===== config.mk =====
export PLATFORM = sky130hd
export DESIGN_NAME = mqtt_control_packet_parser
export DESIGN_NICKNAME = d
export VERILOG_FILES = /design/src/design/mqtt_pkg.sv /design/src/design/mqtt_control_packet_parser.sv
export SDC_FILE = /design/constraint.sdc
export NUM_CORES = 1
export LEC_CHECK = 0
export BUFFER_PORTS_ARGS = -buffer_cell sky130_fd_sc_hd__buf_2
export CAP_MARGIN = 20
export CORE_MARGIN = 1.5
export CORE_UTILIZATION = 55
export DETAILED_ROUTE_END_ITERATION = 10
export GPL_ROUTABILITY_DRIVEN = 0
export GPL_TIMING_DRIVEN = 0
export PLACE_DENSITY = 0.74
export SLEW_MARGIN = 5
export SYNTH_ARGS = -nofsm -noshare
export SYNTH_HDL_FRONTEND = slang
export SYNTH_SLANG_ARGS = --single-unit

===== constraint.sdc =====
create_clock -name clk -period 15.5 [get_ports clk]
set_clock_uncertainty 0.05 [all_clocks]
set_input_delay 2.325 -clock clk [delete_from_list [all_inputs] [get_ports clk]]
set_output_delay 2.325 -clock clk [all_outputs]
set_load 0.01 [all_outputs]

===== src/design/mqtt_pkg.sv =====
// ----------------------------------------------------------------------------
// mqtt_pkg
// Shared constants and decode helpers for the MQTT control packet parser.
// ----------------------------------------------------------------------------
package mqtt_pkg;

  // Field tags and parser phases
  localparam logic [4:0] FK_HEADER    = 5'd0;
  localparam logic [4:0] FK_LENGTH    = 5'd1;
  localparam logic [4:0] FK_NAME_LEN  = 5'd2;
  localparam logic [4:0] FK_NAME      = 5'd3;
  localparam logic [4:0] FK_LEVEL     = 5'd4;
  localparam logic [4:0] FK_CFLAGS    = 5'd5;
  localparam logic [4:0] FK_KEEPALIVE = 5'd6;
  localparam logic [4:0] FK_CID_LEN   = 5'd7;
  localparam logic [4:0] FK_CID       = 5'd8;
  localparam logic [4:0] FK_WT_LEN    = 5'd9;
  localparam logic [4:0] FK_WT        = 5'd10;
  localparam logic [4:0] FK_WM_LEN    = 5'd11;
  localparam logic [4:0] FK_WM        = 5'd12;
  localparam logic [4:0] FK_USER_LEN  = 5'd13;
  localparam logic [4:0] FK_USER      = 5'd14;
  localparam logic [4:0] FK_PASS_LEN  = 5'd15;
  localparam logic [4:0] FK_PASS      = 5'd16;
  localparam logic [4:0] FK_TOPIC_LEN = 5'd17;
  localparam logic [4:0] FK_TOPIC     = 5'd18;
  localparam logic [4:0] FK_PKT_ID    = 5'd19;
  localparam logic [4:0] FK_PAYLOAD   = 5'd20;
  localparam logic [4:0] FK_QOS       = 5'd21;
  localparam logic [4:0] FK_SKIP      = 5'd22;
  localparam logic [4:0] PH_FIRST_LEN = 5'd23;

  // Packet types
  localparam logic [3:0] T_CONNECT     = 4'd1;
  localparam logic [3:0] T_PUBLISH     = 4'd3;
  localparam logic [3:0] T_PUBACK      = 4'd4;
  localparam logic [3:0] T_SUBSCRIBE   = 4'd8;
  localparam logic [3:0] T_UNSUBSCRIBE = 4'd10;
  localparam logic [3:0] T_DISCONNECT  = 4'd14;

  // Verdicts
  localparam logic [2:0] ST_BUSY        = 3'd0;
  localparam logic [2:0] ST_OK          = 3'd1;
  localparam logic [2:0] ST_BAD_FLAGS   = 3'd2;
  localparam logic [2:0] ST_MALFORMED   = 3'd3;
  localparam logic [2:0] ST_UNSUPPORTED = 3'd4;

  localparam int LEN_BYTES  = 4;
  localparam int DATA_W     = 96;
  localparam int USER_W     = 9;

  function automatic logic is_word(input logic [4:0] ph);
    return ph == FK_NAME_LEN || ph == FK_KEEPALIVE || ph == FK_CID_LEN ||
           ph == FK_WT_LEN || ph == FK_WM_LEN || ph == FK_USER_LEN ||
           ph == FK_PASS_LEN || ph == FK_TOPIC_LEN || ph == FK_PKT_ID ||
           ph == PH_FIRST_LEN;
  endfunction

  // Field byte count loaded on entry to a phase
  function automatic logic [15:0] go_rem(input logic [4:0] ph);
    return is_word(ph) ? 16'd2 : 16'd1;
  endfunction

  function automatic logic supported(input logic [3:0] kind);
    return kind == T_CONNECT || kind == T_PUBLISH || kind == T_PUBACK ||
           kind == T_SUBSCRIBE || kind == T_UNSUBSCRIBE || kind == T_DISCONNECT;
  endfunction

  function automatic logic flags_wrong(input logic [3:0] kind, input logic [3:0] flags);
    if (kind == T_SUBSCRIBE || kind == T_UNSUBSCRIBE) return flags != 4'd2;
    if (kind == T_PUBLISH) return flags[2:1] == 2'd3;
    return 1'b0;
  endfunction

  // Next phase after a field completes
  function automatic logic [4:0] successor(input logic [4:0] ph, input logic [7:0] cfl,
                                           input logic [3:0] kind, input logic [3:0] flags);
    logic [4:0] au;
    logic [4:0] aw;
    au = cfl[6] ? FK_PASS_LEN : FK_SKIP;
    aw = cfl[7] ? FK_USER_LEN : au;
    case (ph)
      FK_NAME:      return FK_LEVEL;
      FK_LEVEL:     return FK_CFLAGS;
      FK_CFLAGS:    return FK_KEEPALIVE;
      FK_KEEPALIVE: return FK_CID_LEN;
      FK_CID:       return cfl[2] ? FK_WT_LEN : aw;
      FK_WT:        return FK_WM_LEN;
      FK_WM:        return aw;
      FK_USER:      return au;
      FK_PASS:      return FK_SKIP;
      FK_TOPIC: begin
        if (kind == T_PUBLISH) return (flags[2:1] != 2'd0) ? FK_PKT_ID : FK_PAYLOAD;
        if (kind == T_SUBSCRIBE) return FK_QOS;
        return FK_TOPIC_LEN;
      end
      FK_QOS:       return FK_TOPIC_LEN;
      FK_PKT_ID: begin
        if (kind == T_PUBLISH) return FK_PAYLOAD;
        if (kind == T_PUBACK) return FK_SKIP;
        return PH_FIRST_LEN;
      end
      default:      return FK_SKIP;
    endcase
  endfunction

  // Completing this field advances the filter index
  function automatic logic bumps(input logic [4:0] ph, input logic [3:0] kind);
    return ph == FK_QOS ||
           (ph == FK_TOPIC && kind != T_PUBLISH && kind != T_SUBSCRIBE);
  endfunction

  function automatic logic [2:0] verdict(input logic [4:0] ph, input logic err,
                                         input logic [3:0] kind, input logic [3:0] flags,
                                         input logic [15:0] frem);
    if (err) begin
      if (!supported(kind)) return ST_UNSUPPORTED;
      if (flags_wrong(kind, flags)) return ST_BAD_FLAGS;
      return ST_MALFORMED;
    end
    if (ph == FK_SKIP) return ST_OK;
    if (kind == T_PUBLISH && ph == FK_PAYLOAD) return ST_OK;
    if ((kind == T_SUBSCRIBE || kind == T_UNSUBSCRIBE) &&
        ph == FK_TOPIC_LEN && frem == 16'd2) return ST_OK;
    return ST_MALFORMED;
  endfunction

endpackage


===== src/design/mqtt_control_packet_parser.sv =====
// ----------------------------------------------------------------------------
// mqtt_control_packet_parser
// Tags MQTT bytes with packet type and field, one byte a cycle barring stalls.
// ----------------------------------------------------------------------------
// The result word is registered, valid the cycle after its input word is taken.
// Throughput: one byte per cycle barring stalls; state update is a single pass.
// The output register frees in_tready whenever out is empty or being taken.
// Reset (rst_n low, synchronous) returns the parser to waiting for a header.
module mqtt_control_packet_parser (
  input  logic                           clk,
  input  logic                           rst_n,
  input  logic                           in_tvalid,
  output logic                           in_tready,
  input  logic [7:0]                     in_tdata,  // [7:0] rx_byte
  input  logic                           in_tuser,  // [0] resync
  output logic                           out_tvalid,
  input  logic                           out_tready,
  // [7:0] field_byte, [23:8] field_word, [24] word_valid, [32:25] filter_index,
  // [60:33] body_length, [88:61] body_left, [91:89] status, [95:92] zero
  output logic [mqtt_pkg::DATA_W-1:0]    out_tdata,
  // [3:0] packet_kind, [8:4] field_kind
  output logic [mqtt_pkg::USER_W-1:0]    out_tuser,
  output logic                           out_tlast  // packet_end
);
  import mqtt_pkg::*;

  logic [4:0]  ph_r, ph_nxt;
  logic [3:0]  kind_r, kind_nxt;
  logic [3:0]  flags_r, flags_nxt;
  logic [27:0] acc_r, acc_nxt;
  logic [1:0]  cnt_r, cnt_nxt;
  logic [27:0] br_r, br_nxt;
  logic [15:0] frem_r, frem_nxt;
  logic [7:0]  hold_r, hold_nxt;
  logic [7:0]  cfl_r, cfl_nxt;
  logic [7:0]  filt_r, filt_nxt;
  logic        err_r, err_nxt;

  logic        ovalid_r;
  logic [DATA_W-1:0] odata_r;
  logic [USER_W-1:0] ouser_r;
  logic        olast_r;

  logic        accept;
  logic [7:0]  b;
  logic [4:0]  fk;
  logic [7:0]  fb;
  logic [15:0] word;
  logic        wv;
  logic        pend;
  logic [2:0]  st;
  logic [7:0]  idx;
  logic [27:0] addend;
  logic [15:0] wtmp;
  logic [15:0] fdec;
  logic [4:0]  sp;
  logic [4:0]  nx;
  logic        bump;

  assign b         = in_tdata;
  assign in_tready = !ovalid_r || out_tready;
  assign accept    = in_tvalid && in_tready;

  // Decode one byte against the current parser state
  always_comb begin
    ph_nxt = ph_r; kind_nxt = kind_r; flags_nxt = flags_r; acc_nxt = acc_r;
    cnt_nxt = cnt_r; br_nxt = br_r; frem_nxt = frem_r; hold_nxt = hold_r;
    cfl_nxt = cfl_r; filt_nxt = filt_r; err_nxt = err_r;
    fk = FK_HEADER; fb = b; word = 16'd0; wv = 1'b0; pend = 1'b0; st = ST_BUSY;
    idx = 8'd0; addend = 28'd0; wtmp = {hold_r, b}; fdec = frem_r - 16'd1;
    sp = FK_SKIP; nx = FK_SKIP; bump = 1'b0;
    if (in_tuser || ph_r == FK_HEADER) begin
      kind_nxt = b[7:4]; flags_nxt = b[3:0];
      acc_nxt = 28'd0; cnt_nxt = 2'd0; br_nxt = 28'd0; frem_nxt = 16'd0;
      cfl_nxt = 8'd0; filt_nxt = 8'd0; err_nxt = 1'b0;
      ph_nxt = FK_LENGTH;
    end else if (ph_r == FK_LENGTH) begin
      fk = FK_LENGTH;
      case (cnt_r)
        2'd0:    addend = {21'd0, b[6:0]};
        2'd1:    addend = {14'd0, b[6:0], 7'd0};
        2'd2:    addend = {7'd0, b[6:0], 14'd0};
        default: addend = {b[6:0], 21'd0};
      endcase
      acc_nxt = acc_r + addend;
      if (b[7]) begin
        if ({1'b0, cnt_r} + 3'd1 >= 3'(LEN_BYTES)) begin
          pend = 1'b1; st = ST_MALFORMED; ph_nxt = FK_HEADER;
        end else begin
          cnt_nxt = cnt_r + 2'd1;
        end
      end else begin
        br_nxt = acc_nxt; filt_nxt = 8'd0; cfl_nxt = 8'd0;
        if (!supported(kind_r) || flags_wrong(kind_r, flags_r) ||
            (kind_r == T_DISCONNECT && flags_r != 4'd0)) begin
          err_nxt = 1'b1; nx = FK_SKIP;
        end else begin
          case (kind_r)
            T_CONNECT:    nx = FK_NAME_LEN;
            T_PUBLISH:    nx = FK_TOPIC_LEN;
            T_DISCONNECT: nx = FK_SKIP;
            default:      nx = FK_PKT_ID;
          endcase
        end
        ph_nxt = nx; frem_nxt = go_rem(nx);
        if (acc_nxt == 28'd0) begin
          pend = 1'b1; st = verdict(ph_nxt, err_nxt, kind_r, flags_r, frem_nxt);
          ph_nxt = FK_HEADER;
        end
      end
    end else begin
      idx = filt_r;
      fk = (ph_r == PH_FIRST_LEN) ? FK_TOPIC_LEN : ((ph_r > FK_SKIP) ? FK_SKIP : ph_r);
      br_nxt = br_r - 28'd1;
      if (is_word(ph_r)) begin
        if (frem_r != 16'd1) begin
          hold_nxt = b; frem_nxt = 16'd1;
        end else begin
          word = wtmp; wv = 1'b1;
          sp = (ph_r == PH_FIRST_LEN) ? FK_TOPIC : ph_r + 5'd1;
          if (ph_r == FK_KEEPALIVE || ph_r == FK_PKT_ID) begin
            nx = successor(ph_r, cfl_r, kind_r, flags_r);
            ph_nxt = nx; frem_nxt = go_rem(nx);
          end else if (wtmp == 16'd0 &&
                       (kind_r == T_SUBSCRIBE || kind_r == T_UNSUBSCRIBE)) begin
            err_nxt = 1'b1; ph_nxt = FK_SKIP; frem_nxt = go_rem(FK_SKIP);
          end else if (wtmp == 16'd0) begin
            nx = successor(sp, cfl_r, kind_r, flags_r);
            bump = bumps(sp, kind_r);
            ph_nxt = nx; frem_nxt = go_rem(nx);
          end else begin
            ph_nxt = sp; frem_nxt = wtmp;
          end
        end
      end else if (ph_r == FK_LEVEL || ph_r == FK_CFLAGS || ph_r == FK_QOS) begin
        if (ph_r == FK_CFLAGS) cfl_nxt = b;
        if (ph_r == FK_QOS) fb = {6'd0, b[1:0]};
        nx = successor(ph_r, cfl_r, kind_r, flags_r);
        bump = bumps(ph_r, kind_r);
        ph_nxt = nx; frem_nxt = go_rem(nx);
      end else if (ph_r == FK_PAYLOAD) begin
        ph_nxt = ph_r;
      end else if (ph_r == FK_NAME || ph_r == FK_CID || ph_r == FK_WT ||
                   ph_r == FK_WM || ph_r == FK_USER || ph_r == FK_PASS ||
                   ph_r == FK_TOPIC) begin
        frem_nxt = fdec;
        if (fdec == 16'd0) begin
          nx = successor(ph_r, cfl_r, kind_r, flags_r);
          bump = bumps(ph_r, kind_r);
          ph_nxt = nx; frem_nxt = go_rem(nx);
        end
      end else begin
        fk = FK_SKIP; err_nxt = 1'b1; ph_nxt = FK_SKIP;
      end
      if (bump) filt_nxt = filt_r + 8'd1;
      if (br_nxt == 28'd0) begin
        pend = 1'b1; st = verdict(ph_nxt, err_nxt, kind_nxt, flags_nxt, frem_nxt);
        ph_nxt = FK_HEADER;
      end
    end
  end

  // Advance parser state and load the result register
  always_ff @(posedge clk) begin
    if (!rst_n) begin
      ph_r <= FK_HEADER; kind_r <= 4'd0; flags_r <= 4'd0; acc_r <= 28'd0;
      cnt_r <= 2'd0; br_r <= 28'd0; frem_r <= 16'd0; hold_r <= 8'd0;
      cfl_r <= 8'd0; filt_r <= 8'd0; err_r <= 1'b0; ovalid_r <= 1'b0;
    end else begin
      if (accept) begin
        ph_r <= ph_nxt; kind_r <= kind_nxt; flags_r <= flags_nxt; acc_r <= acc_nxt;
        cnt_r <= cnt_nxt; br_r <= br_nxt; frem_r <= frem_nxt; hold_r <= hold_nxt;
        cfl_r <= cfl_nxt; filt_r <= filt_nxt; err_r <= err_nxt;
        ovalid_r <= 1'b1;
      end else if (out_tready) begin
        ovalid_r <= 1'b0;
      end
    end
  end

  // Result payload needs no reset
  always_ff @(posedge clk) begin
    if (accept) begin
      odata_r <= {4'd0, st, br_nxt, acc_nxt, idx, wv, word, fb};
      ouser_r <= {fk, kind_nxt};
      olast_r <= pend;
    end
  end

  assign out_tvalid = ovalid_r;
  assign out_tdata  = odata_r;
  assign out_tuser  = ouser_r;
  assign out_tlast  = olast_r;

endmodule

Word-level counts from Yosys, hierarchy flattened --
Cells that the tools add are included.
Storage, ports and cells: output and inout port bits 108, flip-flop bits (word level) 215
Cells by class: add/sub/neg operators 7, reduce and logical (&&, ||, !) cells 114, muxes and demuxes 439, bitwise logic cells 3, order comparisons 2, eq/ne operators 107
Operator list (number):
- $mux 5 | 74
- $mux 1 | 276
- $mux 16 | 14
- $pmux 5 s11 | 4
- $mux 28 | 7
- $eq 5x4->1 const B | 32
- $eq 5x5->1 const B | 30
- $mux 8 | 14
- $mux 3 | 37
- $eq 5x3->1 const B | 17
- $pmux 28 s3 | 1
- $logic_or 1x1->1 | 75
- $logic_not 28->1 | 2
- $eq 5x2->1 const B | 8
- $logic_not 16->1 | 2
- $add 28x28->28 | 1
- $sub 28x1->28 const B | 1
- $mux 2 | 10
- $eq 16x2->1 const B | 1
- $ne 16x1->1 const B | 1
- $sub 16x1->16 const B | 1
- $pmux 5 s3 | 1
- $logic_and 1x1->1 | 13
- $eq 4x4->1 const B | 3
- 32 further kinds | 47

Longest topological paths before layout --
Gate-level depths: netlist (run 1).
depth after elaboration 67, depth in mapped cells 17

Worst setup path before layout (run 1) --
No wires, ideal clock.
kind input port to flip-flop, start in out_tready, end reg odata_r[0], in the netlist out_tdata[0], enable pin, required time 14944 ps, path slack 8876 ps, cell stages on the path 5, arrival time 6069 ps, buffers on the path 2, path through nand2b_1 nand2_1 inv_1 buf_1 buf_1
On the way: cells in the longest elaborated chain, start to end 2
Ends and longest elaborated chain:
- start: declaration | RTL line mqtt_control_packet_parser.sv:17 | input logic out_tready,
- $logic_or 1x1->1 | RTL line mqtt_control_packet_parser.sv:61 | assign in_tready = !ovalid_r || out_tready;
- $logic_and 1x1->1 | RTL line mqtt_control_packet_parser.sv:62 | assign accept = in_tvalid && in_tready;
- named net accept | RTL line mqtt_control_packet_parser.sv:44 | logic accept;
- end signal: assignment | RTL line mqtt_control_packet_parser.sv:184 | odata_r <= {4'd0, st, br_nxt, acc_nxt, idx, wv, word, fb};
- end: declaration | RTL line mqtt_control_packet_parser.sv:40 | logic [DATA_W-1:0] odata_r;
The timed path passes the listed nets, and every way through them passes these cells. A chain may end at the register's enable or synchronous reset.

Worst setup path after layout (run 1) --
start in in_tdata[0], end reg odata_r[89], in the netlist out_tdata[89] (data pin)
On the way: cells in the longest elaborated chain, start to end 24
Ends and longest elaborated chain:
- start: declaration | RTL line mqtt_control_packet_parser.sv:14 | input logic [7:0] in_tdata,
- $logic_not 16->1 | RTL line mqtt_control_packet_parser.sv:124, mqtt_control_packet_parser.sv:127
- $mux 5 or $logic_and 1x1->1 (tied branches) | RTL line mqtt_control_packet_parser.sv:127, mqtt_control_packet_parser.sv:124
- $mux 5 | RTL line mqtt_control_packet_parser.sv:124 | end else if (wtmp == 16'd0 &&
- $mux 5 | RTL line mqtt_control_packet_parser.sv:121 | if (ph_r == FK_KEEPALIVE || ph_r == FK_PKT_ID) begin
- $mux 5 | RTL line mqtt_control_packet_parser.sv:116 | if (frem_r != 16'd1) begin
- $mux 5 | RTL line mqtt_control_packet_parser.sv:115 | if (is_word(ph_r)) begin
- $mux 5 | RTL line mqtt_control_packet_parser.sv:77 | end else if (ph_r == FK_LENGTH) begin
- $mux 5 | RTL line mqtt_control_packet_parser.sv:72 | if (in_tuser || ph_r == FK_HEADER) begin
- [8 not listed]
- $mux 1 | RTL line mqtt_control_packet_parser.sv:77
- $mux 1 | RTL line mqtt_control_packet_parser.sv:72
- $mux 3 | RTL line mqtt_pkg.sv:125 | return ST_MALFORMED;
- $mux 3 | RTL line mqtt_pkg.sv:123 | if ((kind == T_SUBSCRIBE || kind == T_UNSUBSCRIBE) &&
- $mux 3 | RTL line mqtt_pkg.sv:122 | if (kind == T_PUBLISH && ph == FK_PAYLOAD) return ST_OK;
- $mux 3 | RTL line mqtt_pkg.sv:121 | if (ph == FK_SKIP) return ST_OK;
- $mux 3 | RTL line mqtt_control_packet_parser.sv:156 | if (br_nxt == 28'd0) begin
- $mux 3 * | RTL line mqtt_control_packet_parser.sv:77
Mark *: on every way between the ends. The rest lies on a longest branch, timed or not. The select of a mux whose other input is x is not followed.

==> impl_metrics.toml, run 1 <==
[run_status]
outcome = "finished, final reports clean"

[worst_setup_path]
startpoint = "in_tdata[0]"
path_class = "input pin to flop"
max_stage_delay_ps = 830
path_max_fanout = 10
start_kind = "input pin"
r2r_start = "cnt_r[0]$_SDFFE_PN0P_"
worstPathArrival_ps = 7470
crit_path_frequent_cell = "a211oi_1"
required_ps = 15720
slowest_stage = "a211oi_1"
timing.critical_path.cells = "buf_2 -> and2_1 -> ha_1 -> fa_1 -> a211oi_1 -> o211ai_1 -> a221oi_1 -> a2bb2oi_1 -> a211oi_1 -> and4b_1 -> nand2_1 -> o32a_1 -> o21ai_0"
end_kind = "flop"

[power_and_ir_drop]
vdd_drop_max_uv = 84.74
leakagePower_nw = 6.034
p_per_area_nw_per_um2 = 94.53

[synthesis]
yosysWarnings = 0
syn_area_um2 = 14260
synth_edf_count = 102
synth_top_cell_by_area = "edfxtp_1"
synth.top_cells.by_count = "nand2_1 (236), nor2_1 (127), clkbuf_1 (111), dfxtp_1 (108), edfxtp_1 (102)"
async_reset_ff_frac = 0
yosys_register_bits = 210
synth_area_leaders = "edfxtp_1 (21%), dfxtp_1 (15%), nand2_1 (6.2%)"
postSynthCellCount = 1727
netlist-cell-type-count = 93
synth.avg_cell_area_um2 = 8.256
seq_area_frac_synth = 0.3664
synth_most_common_cell = "nand2_1"
ys.flop_type = "dfxtp_1"
synth_top_cell_area_share = 0.2148

[timing]
final-hold-violation-count = 0
maxSlewHeadroom = 0.2016
tightest_slew_ps = 1188
final-setup-viol-count = 0
rsz0062_at_grt = "false"
fin_crit_ps = 7252
period_share = 0.4679
slew_violations = 0
fin_tns_setup_ps = 0
fmax_mhz = 137.9
setup_ws_ps = 8248

[clocking]
cts_buffers = 22
insertion_delay_ps = 530
cts_tree = "yes"
cts_resized = 0
cts.htree.levels = 1
cts.sinks = 210
clock-root-buffer = "clkbuf_16"
post-cts-setup-buffers = 0
ctsHoldBuffers = 0
clkSlewWorstSetupHoldPaths_ps = 60
clk_path_buf_depth = 3

[die]
start_util = 0.5630
core_um2 = 25330
rows = 58
die_w_um = 164.0
io_pins = 121
dieArea_um2 = 26900
die_h_um = 164.0

[global_routing]
grt_max_degree = 43
antenna_found_initial = 0
overflow = 0
grt_pass1_wl_um = 73440
grtUsageTotal = 0.3500
grt_pass1_vias = 13330

[drt]
drc = 0
drtIter0Drc = 2227
wl_um = 47730
via_per_inst = 6.672
ant_nets = 0
drt-wirelength-per-cell_um = 21.51
dr.pass1.iters = 9
via_count = 14810

[finish]
area_growth_pct = 12.66
num-nets-final = 1929
final_layout_size_suffix_gt1_frac = 0.09905

[placed_design]
numPortBuffers = 114
place_ws_ps = 8123
dp_hpwl_um = 34930

[hold_path]
hold_class = "flop to flop"
min-delay-start = "flags_r[0]$_SDFFE_PN0P_"

[flow_run]
maxCapViolCount = 0
[cells in the final DEF (no fill, tap or decap), drive strengths merged, types with 22 or more instances in the layout]
cell type / netlist / routed
inv: 34 / 36
ha: 43 / 43
clkbuf: 112 / 142
nand2: 236 / 236
edfxtp: 102 / 102
and2: 70 / 70
a22oi: 52 / 52
nor3: 71 / 71
and3: 24 / 24
a21oi: 82 / 82
nand3: 36 / 36
nor2b: 67 / 67
nor4: 29 / 29
a21boi: 50 / 50
dfxtp: 108 / 108
xor2: 22 / 22
buf: 16 / 133
o21ai: 76 / 76
xnor2: 25 / 25
nor2: 127 / 127
[worst paths after layout]
| path | to | slack (ps) | depth (start not counted) |
|---|---|---|---|
| max | out_tdata[89]$_SDFFCE_PN0P_ | 8250 | 13 |
| min | flags_r[0]$_SDFFE_PN0P_ | 450 | 2 |
| max reg2reg | out_tdata[89]$_SDFFCE_PN0P_ | 9480 | 14 |
| min reg2reg | flags_r[0]$_SDFFE_PN0P_ | 450 | 2 |
[critical path, delay by kind of cell]
kind                       cells  cell delay [ps]
AOI/OAI and AO/OA              7             3540
and+or+nand+nor                3              690
adders and majority gates      2              670
buffers and inverters          1              240
[per-layer routing]
layer,share of wire,wire [µm],vias to the layer above,global-route usage
met5,0,0,-,0
met4,0.045,2142,0,0.1393
met3,0.13,6009,201,0.07197
met2,0.42,20020,1015,0.5178
met1,0.41,19560,6914,0.4978
li1,-,-,6675,-
[sequential cells by signal, indices dropped and copies added (netlist names), 5 cells and up]
register   count
filt_r         8
out_tuser      9
acc_r         28
ph_r           5
out_tdata     92
hold_r         8
br_r          28
frem_r        16
[metrics by stage]
step,instance area [µm²],util,instances,hold WS (ps),total power [W]
floorplan,14270,-,1730,403.7,0.0008545
global placement,15250,0.6023,2174,414.9,0.0009498
detailed placement,15300,0.6043,2177,435.3,0.0009542
CTS,16060,0.6340,2217,444.3,0.001509
global route,16060,0.6342,2218,481.0,0.001570
finish,16060,0.6343,2219,445.9,0.001519
[cells by family after synthesis]
group | synth area share
and+or+nand+nor | 0.2850
AOI/OAI and AO/OA | 0.2302
DFF | 0.3664
buffers and inverters | 0.04440
xor gates and xnor gates | 0.02887
adders and majority gates | 0.03914
muxes | 0.005704
other | 0.0002630
[power breakdown]
group          leakage (nW)  switching [W]  total [W]  internal, W
Combinational          3.76       0.000222   0.000333     0.000111
Clock                 0.373       0.000234   0.000563     0.000329
Sequential             1.90      0.0000130   0.000623     0.000610
Total                  6.03       0.000469    0.00152      0.00105
[final cells by class]
cell class | count | area, µm²
clock inverter | 11 | 143.9
buffer | 128 | 506.7
multi-input combinational | 1358 | 8418
clock buffer | 29 | 608.1
fill | 2234 | 9263
tap | 330 | 412.9
timing repair buffer | 118 | 619.3
inverter | 34 | 127.6
antenna | 1 | 2.502
sequential | 210 | 5225
Power figures use the tool's default switching activity.
==> inputs of run 2 (changes only) <==
ABC_AREA = 1   (was not set)
PLACE_DENSITY = 0.77   (was 0.74)
clock period = 6.09 ns   (was 15.5 ns; I/O delays follow)
==> run 2 against run 1 <==
  * Register-to-register slack lost 7700 ps
  * Synthesized cell count grew 14%
  * Core utilization grew 0.41 points
  * Clock-buffer cell count grew 1
  * Highest routed layer unchanged
  * Sequential power grew to 2.6 times the previous value
  * Critical endpoint is now out_tlast$_SDFFCE_PN0P_
  * Final cell count grew 11%
  * Worst setup slack lost 6400 ps
  * Power grew to 2.6 times the previous value
  * Clock power grew to 2.8 times the previous value
==> impl_metrics.toml, run 2 <==
[global_routing]
grt_pass1_vias = 13380
grt_pass1_wl_um = 69570
grt_max_degree = 61
overflow = 0
antenna_found_initial = 0
grtUsageTotal = 0.3379

[timing]
fmax_mhz = 233.2
fin_crit_ps = 4289
maxSlewHeadroom = 0.4217
slew_violations = 0
rsz0062_at_grt = "false"
final-hold-violation-count = 0
tightest_slew_ps = 867.5
fin_tns_setup_ps = 0
final-setup-viol-count = 0
period_share = 0.7043

[synthesis]
synth_top_cell_area_share = 0.2227
synth_area_leaders = "edfxtp_1 (22%), dfxtp_1 (16%), nand2_1 (13%)"
synth.avg_cell_area_um2 = 6.986
syn_area_um2 = 13760
postSynthCellCount = 1969
yosysWarnings = 0
synth_top_cell_by_area = "edfxtp_1"
async_reset_ff_frac = 0
synth_most_common_cell = "nand2_1"
ys.flop_type = "dfxtp_1"
yosys_register_bits = 210
synth.top_cells.by_count = "nand2_1 (486), inv_1 (232), nor2_1 (203), a21oi_1 (181), o21ai_0 (146)"
synth_edf_count = 102
netlist-cell-type-count = 60
seq_area_frac_synth = 0.3798

[worst_setup_path]
worstPathArrival_ps = 4550
path_class = "input pin to flop"
max_stage_delay_ps = 350
r2r_cells = 11
path_max_fanout = 6
crit_path_frequent_cell = "nand2_1"
slowest_stage = "ha_1"
end_kind = "flop"
timing.critical_path.cells = "buf_2 -> inv_1 -> nor3_1 -> ha_1 -> a21oi_1 -> o21ai_0 -> a21boi_0 -> nand2_1 -> nand2_1 -> nand2_1 -> nand2_1 -> nand2_1 -> inv_1 -> nand3_1 -> nor2_1 -> nand3_1 -> nor2_1 -> inv_1 -> a31oi_1"
start_kind = "input pin"
required_ps = 6350

[finish]
num-nets-final = 2170
multiInputGateArea_um2 = 7287
final_layout_size_suffix_gt1_frac = 0.1085
register_area_um2 = 5225
final_common_cell = "nand2_1"
fin_cells = 2454
layout_common_cells = "nand2_1 (486), inv_1 (232), nor2_1 (203)"
fill_cells = 2169
diodes = 0
area_growth_pct = 13.52
largest_reg_flops = 92

[die]
io_pins = 121
core_um2 = 24460
rows = 57
die_w_um = 161.1
start_util = 0.5623
dieArea_um2 = 25970
die_h_um = 161.1

[placed_design]
dp_hpwl_um = 33380
numPortBuffers = 115
placed_cells = 2412

[clocking]
cts_buffers = 23
ctsHoldBuffers = 0
clkSlewWorstSetupHoldPaths_ps = 60
clk_path_buf_depth = 3
cts_tree = "yes"
clock-root-buffer = "clkbuf_16"
cts_resized = 0
post-cts-setup-buffers = 0
cts.htree.levels = 1
cts.sinks = 210
insertion_delay_ps = 550

[drt]
via_count = 14400
wl_um = 44340
drt-wirelength-per-cell_um = 18.07
via_per_inst = 5.868
ant_nets = 0
drc = 0
dr.pass1.iters = 9
drtIter0Drc = 1745

[flow_run]
maxCapViolCount = 0

[power_and_ir_drop]
p_total_w = 0.003901
leakagePower_nw = 7.195
p_per_area_nw_per_um2 = 249.8
vdd_drop_max_uv = 210.7

[hold_path]
hold_depth = 2
hold_class = "flop to flop"

[run_status]
outcome = "finished, final reports clean"
run 2: cell count changes after synthesis, moves of 45 or more:
cell      change
o21ai_0      +72
inv_1       +198
a21boi_0     -45
nor2_1       +76
and2_1       -69
clkbuf_1     -63
nand2_1     +250
nor2b_1      -67
a21oi_1      +99
nand3_1      +76
a22oi_1      -52
run 2: logic make-up (layout without fill, tap and decap cells):
logic type,count (synthesis),count (layout),share of synthesized area
buffers and inverters,320,478,0.09123
adder cells (fa/ha/maj),44,44,0.04057
XOR/XNOR,50,50,0.03184
AO/OA/AOI/OAI,403,403,0.1602
other,1,4,0.0002726
AND/OR/NAND/NOR,941,941,0.2961
flip-flops,210,210,0.3798
run 2: final timing paths:
path	from	end	slack (ps)
worst max register to register	ph_r[0]$_SDFFE_PN0P_	out_tuser[5]$_SDFFCE_PP0P_	1830
worst min register to register	acc_r[27]$_SDFFE_PN0P_	acc_r[27]$_SDFFE_PN0P_	430
worst min-delay path	acc_r[27]$_SDFFE_PN0P_	acc_r[27]$_SDFFE_PN0P_	430
worst max-delay path	in_tdata[1]	out_tlast$_SDFFCE_PN0P_	1800
run 2: cell type report:
type | instances | share of cell area
clock buffers | 30 | 0.04111
repair buffers | 116 | 0.03862
plain buffers | 68 | 0.01971
well taps | 324 | 0.02596
flip-flops and latches | 210 | 0.3346
clock inverters | 12 | 0.01242
multi-input cells | 1442 | 0.4667
inverters | 252 | 0.06090
run 2: worst max-delay path, delay by kind of cell:
family | cells | cell delay [ps]
compound gates | 4 | 940
buf+inv | 4 | 730
fa+ha+maj | 1 | 350
simple gates | 10 | 1600
run 2: metrics by stage:
step	setup WS (ps)	instance area, µm²	hold slack, ps	util
floorplan	952.6	13770	395.3	-
global placement	-718.9	14750	403.8	0.6029
detailed placement	1518	14780	413.2	0.6042
CTS	2029	15620	422.4	0.6383
global route	1505	15620	452.5	0.6383
finish	1801	15620	429.7	0.6383
run 2: report_power, final:
| group | switching (W) | total [W] | leakage [nW] | internal (W) |
|---|---|---|---|---|
| registers | 0.0000487 | 0.00161 | 1.91 | 0.00156 |
| logic | 0.000529 | 0.000742 | 4.88 | 0.000213 |
| clock network | 0.000623 | 0.00155 | 0.406 | 0.000926 |
| total | 0.00120 | 0.00390 | 7.19 | 0.00270 |
run 2: metal layers:
metal / wire length (µm) / part of all wire / vias to the layer above / global-route usage
met2: 18720 / 0.42 / 916 / 0.5127
met4: 2082 / 0.047 / 0 / 0.1393
met1: 17750 / 0.40 / 6500 / 0.4636
li1: - / - / 6816 / -
met3: 5790 / 0.13 / 167 / 0.07961
met5: 0 / 0 / - / 0
